<file path="src/rtl/periodic_timer_bank_round_robin_unit_assert.svh">
// assertion macros for the periodic timer bank
`ifndef PERIODIC_TIMER_BANK_ROUND_ROBIN_UNIT_ASSERT_SVH
`define PERIODIC_TIMER_BANK_ROUND_ROBIN_UNIT_ASSERT_SVH

// same-cycle implication, sampled on clk_i, off while rst_ni is low
`define PTB_ASSERT_IMP(lbl, ant, con, msg) \
  lbl: assert property (@(posedge clk_i) disable iff (!rst_ni) (ant) |-> (con)) \
    else $error(msg);

// next-cycle implication, sampled on clk_i, off while rst_ni is low
`define PTB_ASSERT_NXT(lbl, ant, con, msg) \
  lbl: assert property (@(posedge clk_i) disable iff (!rst_ni) (ant) |=> (con)) \
    else $error(msg);

`endif

</file>
<file path="src/rtl/ptb_pkg.sv">
// shared types and constants of the periodic timer bank
`default_nettype none

package ptb_pkg;

  localparam int KIND_W   = 3;
  localparam int SLOT_W   = 5;
  localparam int PERIOD_W = 16;

  // request stream layout
  localparam int S_TDATA_W   = 24;
  localparam int TD_IDX_LO   = 0;
  localparam int TD_PER_LO   = TD_IDX_LO + SLOT_W;
  localparam int TD_REP_BIT  = TD_PER_LO + PERIOD_W;
  localparam int M_TDATA_W   = 8;

  // request kinds as they arrive on tuser
  localparam logic [KIND_W-1:0] KIND_ADD     = 3'd0;
  localparam logic [KIND_W-1:0] KIND_CHANGE  = 3'd1;
  localparam logic [KIND_W-1:0] KIND_STOP    = 3'd2;
  localparam logic [KIND_W-1:0] KIND_START   = 3'd3;
  localparam logic [KIND_W-1:0] KIND_TICK    = 3'd4;
  localparam logic [KIND_W-1:0] KIND_SERVICE = 3'd5;

  // remainder unit: 17-bit dividend, one quotient bit per cycle
  localparam logic [4:0] MOD_LAST_STEP = 5'd16;

  typedef enum logic [2:0] {
    OP_ADD,
    OP_CHANGE,
    OP_STOP,
    OP_START,
    OP_TICK,
    OP_SERVICE,
    OP_NONE
  } op_e;

  typedef struct packed {
    op_e                 op;
    logic [SLOT_W-1:0]   index;
    logic [PERIOD_W-1:0] period;
    logic                repeat_mode;
  } cmd_t;

  typedef struct packed {
    logic full;
    logic empty;
  } q_stat_t;

  typedef struct packed {
    logic idle;
    logic full;
  } bk_stat_t;

  typedef enum logic [2:0] {
    ST_IDLE,
    ST_DISPATCH,
    ST_ADD_SCAN,
    ST_MOD,
    ST_ADD_WRITE,
    ST_TICK,
    ST_SERVICE,
    ST_RESULT
  } st_e;

endpackage

`default_nettype wire

</file>
<file path="src/rtl/ptb_front.sv">
// request intake: decodes the kind field into an operation for the queue
`default_nettype none

module ptb_front (
  input  wire logic                             s_tvalid_i,
  output logic                                  s_tready_o,
  input  wire logic [ptb_pkg::S_TDATA_W-1:0]    s_tdata_i,
  input  wire logic [ptb_pkg::KIND_W-1:0]       s_tuser_i,
  input  wire ptb_pkg::q_stat_t                 q_stat_i,
  output logic                                  push_o,
  output ptb_pkg::cmd_t                         cmd_o
);

  ptb_pkg::op_e op;

  // kind decode, unused codes become a no-op
  always_comb begin
    case (s_tuser_i)
      ptb_pkg::KIND_ADD:     op = ptb_pkg::OP_ADD;
      ptb_pkg::KIND_CHANGE:  op = ptb_pkg::OP_CHANGE;
      ptb_pkg::KIND_STOP:    op = ptb_pkg::OP_STOP;
      ptb_pkg::KIND_START:   op = ptb_pkg::OP_START;
      ptb_pkg::KIND_TICK:    op = ptb_pkg::OP_TICK;
      ptb_pkg::KIND_SERVICE: op = ptb_pkg::OP_SERVICE;
      default:               op = ptb_pkg::OP_NONE;
    endcase
  end

  // unpack fields
  always_comb begin
    cmd_o.op          = op;
    cmd_o.index       = s_tdata_i[ptb_pkg::TD_IDX_LO +: ptb_pkg::SLOT_W];
    cmd_o.period      = s_tdata_i[ptb_pkg::TD_PER_LO +: ptb_pkg::PERIOD_W];
    cmd_o.repeat_mode = s_tdata_i[ptb_pkg::TD_REP_BIT];
  end

  // take a request whenever the queue has room
  assign s_tready_o = !q_stat_i.full;
  assign push_o     = s_tvalid_i && !q_stat_i.full;

endmodule

`default_nettype wire

</file>
<file path="src/rtl/ptb_queue.sv">
// two-entry command queue between intake and execution
`default_nettype none

module ptb_queue (
  input  wire logic              clk_i,
  input  wire logic              rst_ni,
  input  wire logic              push_i,
  input  wire ptb_pkg::cmd_t     cmd_i,
  input  wire logic              pop_i,
  output ptb_pkg::cmd_t          cmd_o,
  output ptb_pkg::q_stat_t       stat_o
);

  ptb_pkg::cmd_t entry_q [2];
  logic          wr_ptr_q, wr_ptr_d;
  logic          rd_ptr_q, rd_ptr_d;
  logic [1:0]    cnt_q, cnt_d;
  logic          do_push, do_pop;

  assign do_push = push_i && (cnt_q != 2'd2);
  assign do_pop  = pop_i && (cnt_q != 2'd0);

  // pointer and fill count update
  always_comb begin
    wr_ptr_d = wr_ptr_q;
    rd_ptr_d = rd_ptr_q;
    cnt_d    = cnt_q;
    if (do_push) begin
      wr_ptr_d = !wr_ptr_q;
    end
    if (do_pop) begin
      rd_ptr_d = !rd_ptr_q;
    end
    if (do_push && !do_pop) begin
      cnt_d = cnt_q + 2'd1;
    end else if (do_pop && !do_push) begin
      cnt_d = cnt_q - 2'd1;
    end
  end

  always_ff @(posedge clk_i or negedge rst_ni) begin
    if (!rst_ni) begin
      wr_ptr_q <= 1'b0;
      rd_ptr_q <= 1'b0;
      cnt_q    <= 2'd0;
    end else begin
      wr_ptr_q <= wr_ptr_d;
      rd_ptr_q <= rd_ptr_d;
      cnt_q    <= cnt_d;
    end
  end

  // entry storage
  always_ff @(posedge clk_i) begin
    if (do_push) begin
      entry_q[wr_ptr_q] <= cmd_i;
    end
  end

  assign cmd_o        = entry_q[rd_ptr_q];
  assign stat_o.full  = (cnt_q == 2'd2);
  assign stat_o.empty = (cnt_q == 2'd0);

endmodule

`default_nettype wire

</file>
<file path="src/rtl/ptb_back.sv">
// execution sequencer: timer storage, tick walk, add alignment, round-robin service
`default_nettype none

module ptb_back #(
  parameter int NUM_TIMERS = 32
) (
  input  wire logic                           clk_i,
  input  wire logic                           rst_ni,
  input  wire logic                           cmd_valid_i,
  input  wire ptb_pkg::cmd_t                  cmd_i,
  output logic                                cmd_pop_o,
  output logic                                out_valid_o,
  input  wire logic                           out_ready_i,
  output logic [ptb_pkg::SLOT_W-1:0]          out_slot_o,
  output logic                                out_ok_o,
  output ptb_pkg::bk_stat_t                   stat_o
);

  localparam int IW   = (NUM_TIMERS > 1) ? $clog2(NUM_TIMERS) : 1;
  localparam int CW   = $clog2(NUM_TIMERS + 1);
  localparam int SW   = ptb_pkg::SLOT_W;
  localparam int PW   = ptb_pkg::PERIOD_W;
  localparam int CMPW = (CW > SW) ? CW : SW;
  localparam logic [CW-1:0] NumTimers = CW'(NUM_TIMERS);

  ptb_pkg::st_e         state_q, state_d;
  ptb_pkg::cmd_t        cmd_q, cmd_d;
  logic [CW-1:0]        used_q, used_d;
  logic [IW-1:0]        ls_q, ls_d;
  logic [CW-1:0]        idx_q, idx_d;
  logic                 rd_vld_q, rd_vld_d;
  logic [IW-1:0]        rd_addr_q, rd_addr_d;
  logic                 match_q, match_d;
  logic [PW:0]          num_q, num_d;
  logic [PW:0]          rem_q, rem_d;
  logic [4:0]           step_q, step_d;
  logic [PW-1:0]        start_q, start_d;
  logic [NUM_TIMERS-1:0] running_q, running_d;
  logic [NUM_TIMERS-1:0] repeating_q, repeating_d;
  logic [NUM_TIMERS-1:0] pending_q, pending_d;
  logic [SW-1:0]        res_slot_q, res_slot_d;
  logic                 res_ok_q, res_ok_d;
  logic                 out_vld_q, out_vld_d;
  logic [SW-1:0]        out_slot_q, out_slot_d;
  logic                 out_ok_q, out_ok_d;

  // counter and period storage
  logic [PW-1:0]        tick_mem [NUM_TIMERS];
  logic [PW-1:0]        per_mem  [NUM_TIMERS];
  logic [PW-1:0]        tick_rd_q, per_rd_q;
  logic                 tick_we, per_we, rd_en;
  logic [IW-1:0]        waddr;
  logic [PW-1:0]        tick_wdata, per_wdata;

  // derived values
  logic [IW+SW-1:0]     idx_ext;
  logic [IW-1:0]        cmd_addr;
  logic [SW+CW-1:0]     used_ext;
  logic [IW+CW-1:0]     used_aext;
  logic [IW-1:0]        used_addr;
  logic                 idx_valid;
  logic                 bank_full;
  logic                 issuing;
  logic [CW-1:0]        ls_inc;
  logic [IW-1:0]        ls_nxt;
  logic [SW+IW-1:0]     ls_ext;
  logic [PW-1:0]        t_inc;
  logic                 t_hit;
  logic [PW:0]          rem_sh;
  logic [PW:0]          rem_next;
  logic                 svc_last;
  logic                 out_free;

  assign idx_ext   = {{IW{1'b0}}, cmd_q.index};
  assign cmd_addr  = idx_ext[IW-1:0];
  assign used_ext  = {{SW{1'b0}}, used_q};
  assign used_aext = {{IW{1'b0}}, used_q};
  assign used_addr = used_aext[IW-1:0];
  assign idx_valid = CMPW'(cmd_q.index) < CMPW'(used_q);
  assign bank_full = (used_q == NumTimers);
  assign issuing   = (idx_q < used_q);

  // round-robin pointer step, wrapping at the number of slots in use
  assign ls_inc   = CW'(ls_q) + CW'(1);
  assign ls_nxt   = (ls_inc == used_q) ? '0 : ls_inc[IW-1:0];
  assign ls_ext   = {{SW{1'b0}}, ls_nxt};
  assign svc_last = ((idx_q + CW'(1)) == used_q);

  // tick update of one entry
  assign t_inc = tick_rd_q + PW'(1);
  assign t_hit = (t_inc == per_rd_q);

  // restoring remainder step
  assign rem_sh   = {rem_q[PW-1:0], num_q[PW]};
  assign rem_next = (rem_sh >= {1'b0, cmd_q.period}) ? rem_sh - {1'b0, cmd_q.period} : rem_sh;

  assign out_free = !out_vld_q || out_ready_i;

  // next state
  always_comb begin
    state_d = state_q;
    case (state_q)
      ptb_pkg::ST_IDLE: begin
        if (cmd_valid_i) begin
          state_d = ptb_pkg::ST_DISPATCH;
        end
      end
      ptb_pkg::ST_DISPATCH: begin
        case (cmd_q.op)
          ptb_pkg::OP_ADD: begin
            if (bank_full) begin
              state_d = ptb_pkg::ST_RESULT;
            end else if (used_q == '0 || cmd_q.period == '0) begin
              state_d = ptb_pkg::ST_ADD_WRITE;
            end else begin
              state_d = ptb_pkg::ST_ADD_SCAN;
            end
          end
          ptb_pkg::OP_TICK: begin
            state_d = (used_q == '0) ? ptb_pkg::ST_RESULT : ptb_pkg::ST_TICK;
          end
          ptb_pkg::OP_SERVICE: begin
            state_d = (used_q == '0) ? ptb_pkg::ST_RESULT : ptb_pkg::ST_SERVICE;
          end
          default: begin
            state_d = ptb_pkg::ST_RESULT;
          end
        endcase
      end
      ptb_pkg::ST_ADD_SCAN: begin
        if (!issuing && !rd_vld_q) begin
          state_d = match_q ? ptb_pkg::ST_MOD : ptb_pkg::ST_ADD_WRITE;
        end
      end
      ptb_pkg::ST_MOD: begin
        if (step_q == ptb_pkg::MOD_LAST_STEP) begin
          state_d = ptb_pkg::ST_ADD_WRITE;
        end
      end
      ptb_pkg::ST_ADD_WRITE: begin
        state_d = ptb_pkg::ST_RESULT;
      end
      ptb_pkg::ST_TICK: begin
        if (!issuing && !rd_vld_q) begin
          state_d = ptb_pkg::ST_RESULT;
        end
      end
      ptb_pkg::ST_SERVICE: begin
        if (pending_q[ls_nxt] || svc_last) begin
          state_d = ptb_pkg::ST_RESULT;
        end
      end
      ptb_pkg::ST_RESULT: begin
        if (out_free) begin
          state_d = ptb_pkg::ST_IDLE;
        end
      end
      default: begin
        state_d = ptb_pkg::ST_IDLE;
      end
    endcase
  end

  // datapath and storage controls per state
  always_comb begin
    cmd_d       = cmd_q;
    used_d      = used_q;
    ls_d        = ls_q;
    idx_d       = idx_q;
    rd_vld_d    = 1'b0;
    rd_addr_d   = rd_addr_q;
    match_d     = match_q;
    num_d       = num_q;
    rem_d       = rem_q;
    step_d      = step_q;
    start_d     = start_q;
    running_d   = running_q;
    repeating_d = repeating_q;
    pending_d   = pending_q;
    res_slot_d  = res_slot_q;
    res_ok_d    = res_ok_q;
    out_vld_d   = out_vld_q;
    out_slot_d  = out_slot_q;
    out_ok_d    = out_ok_q;
    cmd_pop_o   = 1'b0;
    tick_we     = 1'b0;
    per_we      = 1'b0;
    rd_en       = 1'b0;
    waddr       = cmd_addr;
    tick_wdata  = '0;
    per_wdata   = cmd_q.period;

    // result register drains independently of the sequencer
    if (out_vld_q && out_ready_i) begin
      out_vld_d = 1'b0;
    end

    case (state_q)
      ptb_pkg::ST_IDLE: begin
        if (cmd_valid_i) begin
          cmd_pop_o = 1'b1;
          cmd_d     = cmd_i;
        end
      end
      ptb_pkg::ST_DISPATCH: begin
        res_slot_d = '0;
        res_ok_d   = 1'b0;
        idx_d      = '0;
        match_d    = 1'b0;
        start_d    = cmd_q.period - PW'(1);
        case (cmd_q.op)
          ptb_pkg::OP_CHANGE: begin
            res_slot_d = cmd_q.index;
            res_ok_d   = idx_valid;
            tick_we    = idx_valid;
            per_we     = idx_valid;
          end
          ptb_pkg::OP_STOP: begin
            res_slot_d = cmd_q.index;
            res_ok_d   = idx_valid;
            if (idx_valid) begin
              running_d[cmd_addr] = 1'b0;
            end
          end
          ptb_pkg::OP_START: begin
            res_slot_d = cmd_q.index;
            res_ok_d   = idx_valid;
            tick_we    = idx_valid;
            if (idx_valid) begin
              running_d[cmd_addr] = 1'b1;
            end
          end
          default: begin
          end
        endcase
      end
      ptb_pkg::ST_ADD_SCAN: begin
        // walk earlier slots, keep the counter of the last one with this period
        if (issuing) begin
          rd_en     = 1'b1;
          rd_vld_d  = 1'b1;
          rd_addr_d = idx_q[IW-1:0];
          idx_d     = idx_q + CW'(1);
        end
        if (rd_vld_q && per_rd_q == cmd_q.period) begin
          match_d = 1'b1;
          num_d   = {1'b0, tick_rd_q} + (PW+1)'(1);
          rem_d   = '0;
          step_d  = '0;
        end
      end
      ptb_pkg::ST_MOD: begin
        rem_d   = rem_next;
        num_d   = {num_q[PW-1:0], 1'b0};
        step_d  = step_q + 5'd1;
        start_d = rem_next[PW-1:0];
      end
      ptb_pkg::ST_ADD_WRITE: begin
        tick_we                = 1'b1;
        per_we                 = 1'b1;
        waddr                  = used_addr;
        tick_wdata             = start_q;
        running_d[used_addr]   = cmd_q.repeat_mode;
        repeating_d[used_addr] = cmd_q.repeat_mode;
        pending_d[used_addr]   = 1'b0;
        used_d                 = used_q + CW'(1);
        res_slot_d             = used_ext[SW-1:0];
        res_ok_d               = 1'b1;
      end
      ptb_pkg::ST_TICK: begin
        // read one entry per cycle, write back each running entry once its registered read returns
        if (issuing) begin
          rd_en     = 1'b1;
          rd_vld_d  = 1'b1;
          rd_addr_d = idx_q[IW-1:0];
          idx_d     = idx_q + CW'(1);
        end
        waddr = rd_addr_q;
        if (rd_vld_q && running_q[rd_addr_q]) begin
          tick_we    = 1'b1;
          tick_wdata = t_inc;
          if (t_hit) begin
            pending_d[rd_addr_q] = 1'b1;
            if (repeating_q[rd_addr_q]) begin
              tick_wdata = '0;
            end else begin
              running_d[rd_addr_q] = 1'b0;
            end
          end
        end
      end
      ptb_pkg::ST_SERVICE: begin
        ls_d  = ls_nxt;
        idx_d = idx_q + CW'(1);
        if (pending_q[ls_nxt]) begin
          pending_d[ls_nxt] = 1'b0;
          res_slot_d        = ls_ext[SW-1:0];
          res_ok_d          = 1'b1;
        end
      end
      ptb_pkg::ST_RESULT: begin
        if (out_free) begin
          out_vld_d  = 1'b1;
          out_slot_d = res_slot_q;
          out_ok_d   = res_ok_q;
        end
      end
      default: begin
      end
    endcase
  end

  // control registers
  always_ff @(posedge clk_i or negedge rst_ni) begin
    if (!rst_ni) begin
      state_q     <= ptb_pkg::ST_IDLE;
      used_q      <= '0;
      ls_q        <= '0;
      rd_vld_q    <= 1'b0;
      running_q   <= '0;
      repeating_q <= '0;
      pending_q   <= '0;
      out_vld_q   <= 1'b0;
    end else begin
      state_q     <= state_d;
      used_q      <= used_d;
      ls_q        <= ls_d;
      rd_vld_q    <= rd_vld_d;
      running_q   <= running_d;
      repeating_q <= repeating_d;
      pending_q   <= pending_d;
      out_vld_q   <= out_vld_d;
    end
  end

  // payload registers
  always_ff @(posedge clk_i) begin
    cmd_q      <= cmd_d;
    idx_q      <= idx_d;
    rd_addr_q  <= rd_addr_d;
    match_q    <= match_d;
    num_q      <= num_d;
    rem_q      <= rem_d;
    step_q     <= step_d;
    start_q    <= start_d;
    res_slot_q <= res_slot_d;
    res_ok_q   <= res_ok_d;
    out_slot_q <= out_slot_d;
    out_ok_q   <= out_ok_d;
  end

  // counter and period memories, one write and one registered read a cycle
  always_ff @(posedge clk_i) begin
    if (tick_we) begin
      tick_mem[waddr] <= tick_wdata;
    end
    if (per_we) begin
      per_mem[waddr] <= per_wdata;
    end
    if (rd_en) begin
      tick_rd_q <= tick_mem[idx_q[IW-1:0]];
      per_rd_q  <= per_mem[idx_q[IW-1:0]];
    end
  end

  assign out_valid_o = out_vld_q;
  assign out_slot_o  = out_slot_q;
  assign out_ok_o    = out_ok_q;
  assign stat_o.idle = (state_q == ptb_pkg::ST_IDLE);
  assign stat_o.full = bank_full;

endmodule

`default_nettype wire

</file>
<file path="src/rtl/periodic_timer_bank_round_robin_unit.sv">
// flow: IDLE pops the head; stop, start, change, unused kinds and a full add are done in DISPATCH;
// tick walks the slots in use in TICK; add runs ADD_SCAN unless the bank is empty or the period 0,
// the remainder unit in MOD when an earlier slot shares the period, then ADD_WRITE; walks take one
// slot per cycle; service seeks the next pending slot round robin; each then ends in RESULT
// one request runs at a time; a two-entry queue buffers; a full result register holds the sequencer
// reset: asynchronous, active low; clears flags, slot count, round-robin pointer and handshakes
`default_nettype none

`include "periodic_timer_bank_round_robin_unit_assert.svh"

module periodic_timer_bank_round_robin_unit #(
  parameter int NUM_TIMERS = 32
) (
  input  wire logic                          clk_i,
  input  wire logic                          rst_ni,
  input  wire logic                          s_axis_tvalid,
  output logic                               s_axis_tready,
  // index [4:0], period [20:5], repeat_mode [21], zero [23:22]
  input  wire logic [ptb_pkg::S_TDATA_W-1:0] s_axis_tdata,
  // kind [2:0]
  input  wire logic [ptb_pkg::KIND_W-1:0]    s_axis_tuser,
  output logic                               m_axis_tvalid,
  input  wire logic                          m_axis_tready,
  // slot [4:0], zero [7:5]
  output logic [ptb_pkg::M_TDATA_W-1:0]      m_axis_tdata,
  // ok [0]
  output logic                               m_axis_tuser
);

  ptb_pkg::cmd_t     front_cmd;
  ptb_pkg::cmd_t     head_cmd;
  ptb_pkg::q_stat_t  q_stat;
  ptb_pkg::bk_stat_t bk_stat;
  logic              push;
  logic              pop;
  logic [ptb_pkg::SLOT_W-1:0] res_slot;
  logic              res_ok;
  logic              out_hs;
  logic              head_wait;

  // request intake
  ptb_front u_front (
    .s_tvalid_i (s_axis_tvalid),
    .s_tready_o (s_axis_tready),
    .s_tdata_i  (s_axis_tdata),
    .s_tuser_i  (s_axis_tuser),
    .q_stat_i   (q_stat),
    .push_o     (push),
    .cmd_o      (front_cmd)
  );

  // decoupling queue
  ptb_queue u_queue (
    .clk_i  (clk_i),
    .rst_ni (rst_ni),
    .push_i (push),
    .cmd_i  (front_cmd),
    .pop_i  (pop),
    .cmd_o  (head_cmd),
    .stat_o (q_stat)
  );

  // execution
  ptb_back #(
    .NUM_TIMERS (NUM_TIMERS)
  ) u_back (
    .clk_i       (clk_i),
    .rst_ni      (rst_ni),
    .cmd_valid_i (!q_stat.empty),
    .cmd_i       (head_cmd),
    .cmd_pop_o   (pop),
    .out_valid_o (m_axis_tvalid),
    .out_ready_i (m_axis_tready),
    .out_slot_o  (res_slot),
    .out_ok_o    (res_ok),
    .stat_o      (bk_stat)
  );

  // result packing
  assign m_axis_tdata = {{(ptb_pkg::M_TDATA_W - ptb_pkg::SLOT_W){1'b0}}, res_slot};
  assign m_axis_tuser = res_ok;

  // check terms
  assign out_hs    = m_axis_tvalid && m_axis_tready;
  assign head_wait = bk_stat.idle && !q_stat.empty;

  // checks
  `PTB_ASSERT_NXT(a_out_drains_when_idle, out_hs && bk_stat.idle, !m_axis_tvalid, "idle reload")
  `PTB_ASSERT_NXT(a_idle_takes_head, head_wait, !bk_stat.idle, "queued request not taken")
  `PTB_ASSERT_NXT(a_full_sticky, bk_stat.full, bk_stat.full, "slot count dropped when full")

endmodule

`default_nettype wire
</file>
<file path="config.mk">
export PLATFORM = sky130hd
export DESIGN_NAME = periodic_timer_bank_round_robin_unit
export DESIGN_NICKNAME = d
export VERILOG_FILES = /design/src/rtl/ptb_pkg.sv /design/src/rtl/ptb_front.sv /design/src/rtl/ptb_queue.sv /design/src/rtl/ptb_back.sv /design/src/rtl/periodic_timer_bank_round_robin_unit.sv
export VERILOG_INCLUDE_DIRS = /design/src /design/src/rtl
export SDC_FILE = /design/constraint.sdc
export NUM_CORES = 2
export LEC_CHECK = 0
export ABC_CLOCK_PERIOD_IN_PS = 7400
export BUFFER_PORTS_ARGS = -buffer_cell sky130_fd_sc_hd__buf_2
export CELL_PAD_IN_SITES_DETAIL_PLACEMENT = 0
export CELL_PAD_IN_SITES_GLOBAL_PLACEMENT = 1
export CORE_MARGIN = 1
export CORE_UTILIZATION = 52
export DETAILED_ROUTE_END_ITERATION = 10
export PLACE_DENSITY = 0.73
export SLEW_MARGIN = 15
export SYNTH_ARGS = -nofsm -noshare
export SYNTH_HDL_FRONTEND = slang
export SYNTH_SLANG_ARGS = --single-unit
</file>
<file path="constraint.sdc">
create_clock -name clk_i -period 7.4 [get_ports clk_i]
set_input_delay 0.37 -clock clk_i [delete_from_list [all_inputs] [get_ports clk_i]]
set_output_delay 0.37 -clock clk_i [all_outputs]
set_load 0.005 [all_outputs]
</file>
==> results.sh <==
export IMPL_slew_viol_final=0
export IMPL_placed_cell_area_mm2=0.05783
export IMPL_crit_chain="inv_1 -> ha_1 -> a21o_1 -> a211o_1 -> a21oi_1 -> nand3_1 -> a21oi_1 -> nand2_1 -> nor2_2"
export IMPL_die_y_um=329.9
export IMPL_routabilityCongestion=0.9426
export IMPL_ys_warnings_count=0
export IMPL_cp_start_kind="flop"
export IMPL_outcome="complete, no violations"
export IMPL_hold_buffers=27
export IMPL_hold_viol=0
export IMPL_clock_sinks=1325
export IMPL_clock_fmax_mhz=201.0
export IMPL_drtAntennaViolNets=0
export IMPL_rsz0062_at_grt="false"
export IMPL_final_common_cell="edfxtp_1"
export IMPL_avgSynthCellArea_um2=17.64
export IMPL_utilization_pct=59.34
export IMPL_ys_types=83
export IMPL_portBuffers=36
export IMPL_rows=119
export IMPL_slowest_stage="nor2_2"
export IMPL_route_detailed_drc=0
export IMPL_nets=3318
export IMPL_cp_end_kind="flop"
export IMPL_drt_wl_total_um=136400
export IMPL_p_leak_uw=0.02046
export IMPL_layout_common_cells="edfxtp_1 (1209), mux4_2 (334), nor2_1 (164)"
export IMPL_drive_gt1_share_pct=24.67
export IMPL_die_w_um=329.9
export IMPL_pre_cts_ws_ns=2.484
export IMPL_post_cts_resized=0
export IMPL_drt_iter0_drc=3157
export IMPL_tns_ns=0
export IMPL_cp_common_cell="a21oi_1"
export IMPL_period_share_pct=67.24
export IMPL_area_growth_pct=12.38
export IMPL_clock_path_buffers=3
export IMPL_syn_area_mm2=0.05590
export IMPL_synth_edff_count=1209
export IMPL_core_area_mm2=0.1059
export IMPL_p_per_area_mw_per_mm2=383.6
export IMPL_dp_hpwl_um=85430
export IMPL_cp_required_ns=7.75
export IMPL_slew_headroom_pct=18.20
export IMPL_clock_skew_ns=0.02350
export IMPL_vias_per_cell=6.345
export IMPL_cts_made_buffers=139
export IMPL_max_cap_violations=0
export IMPL_crit_type="flop to flop"
export IMPL_cts_clk_slew_worst_paths_ns=0.06
export IMPL_first_pass_iters=6
export IMPL_fin_ws_ns=2.424
export IMPL_die_area_mm2=0.1088
export IMPL_nFillCells=7602
export IMPL_tightestPinTransition_ns=1.226
export IMPL_yosysSeqAreaShare_pct=70.13
export IMPL_layout_min_cycle_time_ns=4.976
export IMPL_grt_pass1_wl_um=201400
export IMPL_gr_total_overflow=0
export IMPL_ios=42
export IMPL_grt_max_degree=158
export IMPL_hold_path_class="input port to flop"
export IMPL_vias=30179
export IMPL_grt_usage_pct=25.47
export IMPL_p_total_uw=24100
export IMPL_ys_ff_latch=1325
export IMPL_first_global_vias=30447
export IMPL_wl_per_cell_um=28.68
export IMPL_setup_viol=0
export IMPL_synthArstFlopShare_pct=8.755
export IMPL_cts_htree_levels=4
export IMPL_post_cts_buffers=0
export IMPL_antenna_found_initial=6
export IMPL_netlist_instances=3169
export IMPL_clock_latency_ns=0.75
export IMPL_finalInstanceArea_mm2=0.06282
export IMPL_synthFlopType="edfxtp_1"
export IMPL_clockRootBuffer="clkbuf_16"
export IMPL_tritoncts="done"
export IMPL_peakVddDrop_uv=358.9
export IMPL_cpPeakStageDelay_ns=1.05
export IMPL_critPathArrivalTime_ns=5.33
export IMPL_timing_critical_path_fanout_max=16
export IMPL_start_util_pct=52.81
cell usage after synthesis, types with 4 or more instances:
| cell | n | share of area (%) |
|---|---|---|
| o2111ai_1 | 4 | 0.063 |
| nand3b_1 | 7 | 0.094 |
| dfrtp_1 | 116 | 5.2 |
| clkbuf_1 | 125 | 0.84 |
| o31ai_1 | 7 | 0.094 |
| nand2_1 | 119 | 0.80 |
| mux2i_1 | 31 | 0.56 |
| and3_1 | 14 | 0.16 |
| a21oi_1 | 62 | 0.56 |
| mux2_2 | 91 | 1.8 |
| xnor2_1 | 65 | 1.0 |
| o211ai_1 | 9 | 0.12 |
| nand2b_1 | 11 | 0.12 |
| mux4_2 | 334 | 13 |
| nor2b_1 | 20 | 0.22 |
| xor2_1 | 31 | 0.49 |
| buf_2 | 16 | 0.14 |
| or3_1 | 12 | 0.13 |
| o22ai_1 | 65 | 0.73 |
| o221ai_1 | 4 | 0.063 |
| nor2_1 | 230 | 1.5 |
| buf_4 | 7 | 0.094 |
| a21boi_0 | 4 | 0.054 |
| a211o_1 | 4 | 0.063 |
| a21o_1 | 10 | 0.13 |
| inv_1 | 48 | 0.32 |
| buf_1 | 41 | 0.28 |
| nor3b_1 | 8 | 0.11 |
| nor4_1 | 8 | 0.090 |
| o21a_1 | 6 | 0.081 |
| a2bb2oi_1 | 20 | 0.31 |
| nor3_1 | 29 | 0.26 |
| nand4_1 | 15 | 0.17 |
| o311ai_0 | 4 | 0.063 |
| a221oi_1 | 4 | 0.063 |
| a31oi_1 | 19 | 0.21 |
| o21ai_0 | 155 | 1.4 |
| edfxtp_1 | 1209 | 65 |
| a22oi_1 | 50 | 0.67 |
| or2_2 | 5 | 0.056 |
| ha_1 | 37 | 0.83 |
| nand3_1 | 46 | 0.41 |
flip-flops by register name, indices dropped and copies added, names as in the netlist, 5 cells and up, named ones only:
signal / cells
u_back.per_mem: 512
u_back.tick_mem: 512
u_queue.entry_q: 50
u_back.pending_q: 32
u_back.repeating_q: 32
u_back.num_q: 17
u_back.per_rd_q: 16
u_back.per_wdata: 16
u_back.rem_q: 16
u_back.start_q: 16
u_back.tick_rd_q: 16
u_back.idx_q: 6
u_back.used_q: 6
u_back.cmd_addr: 5
u_back.ls_q: 5
u_back.out_slot_o: 5
u_back.rd_addr_q: 5
u_back.res_slot_q: 5
u_back.step_q: 5
path summary, 6_finish.rpt:
path / from / to / slack (ns) / cells after the start
max: u_back.used_q[2] / u_back.tick_mem[21][10] / 2.42 / 9
min: s_axis_tuser[0] / u_queue.entry_q[0][22] / 0.05 / 2
max reg2reg: u_back.used_q[2] / u_back.tick_mem[21][10] / 2.42 / 9
min reg2reg: u_back.res_ok_q / u_back.out_ok_o / 0.42 / 0
max in group asynchronous: rst_ni / u_back.repeating_q[20] / 5.75 / 3
min in group asynchronous: rst_ni / u_queue.rd_ptr_q / 0.22 / 2
routing by layer:
| layer | vias to the layer above | GRT usage, % | share of wire, % |
|---|---|---|---|
| li1 | 12942 | - | - |
| met1 | 15883 | 36.61 | 43 |
| met2 | 1142 | 40.29 | 48 |
| met3 | 208 | 4.096 | 6.1 |
| met4 | 4 | 8.102 | 2.6 |
| met5 | - | 0 | 0.015 |
power breakdown:
group          leakage, uW  internal [uW]  switching (uW)
sequential          0.0126           9240             448
clock              0.00224           4110            2890
combinational      0.00564           3020            4390
total               0.0205          16400            7730
through the flow:
| stage | hold WS [ns] | cells |
|---|---|---|
| CTS | 0.002873 | 4751 |
| finish | 0.05147 | 4756 |
| detailed placement | 0.4045 | 4471 |
| global route | 0.03216 | 4754 |
| global placement | 0.4099 | 4471 |
| floorplan | 0.07441 | 3171 |
critical path: cells and delay by family, from the launching register on:
| kind | cells | cell delay [ns] |
|---|---|---|
| compound gates | 4 | 1.19 |
| fa+ha+maj | 1 | 0.40 |
| buf+inv | 1 | 0.48 |
| flops | 1 | 0.74 |
| simple gates | 3 | 1.75 |
cell families (layout without fill, tap and decap cells):
| group | Yosys count | in the layout | share of synthesized area, % |
|---|---|---|---|
| flops | 1325 | 1325 | 70.13 |
| simple gates | 549 | 549 | 4.613 |
| compound gates | 461 | 461 | 5.208 |
| mux | 456 | 456 | 15.84 |
| buf+inv | 239 | 429 | 1.688 |
| xor+xnor | 99 | 99 | 1.627 |
| fa+ha+maj | 39 | 39 | 0.8818 |
| other cells | 1 | 7 | 0.006708 |
cell type report:
type | count | area [um2] | area share, %
Antenna cell | 4 | 10.01 | 0.01593
Sequential cell | 1325 | 39210 | 62.41
Tap cell | 1391 | 1740 | 2.770
Timing Repair Buffer | 126 | 967.2 | 1.540
Multi-Input combinational cell | 1607 | 16120 | 25.65
Inverter | 50 | 187.7 | 0.2987
Clock buffer | 165 | 3650 | 5.809
Clock inverter | 88 | 944.7 | 1.504
(Power assumes the default switching activity.)
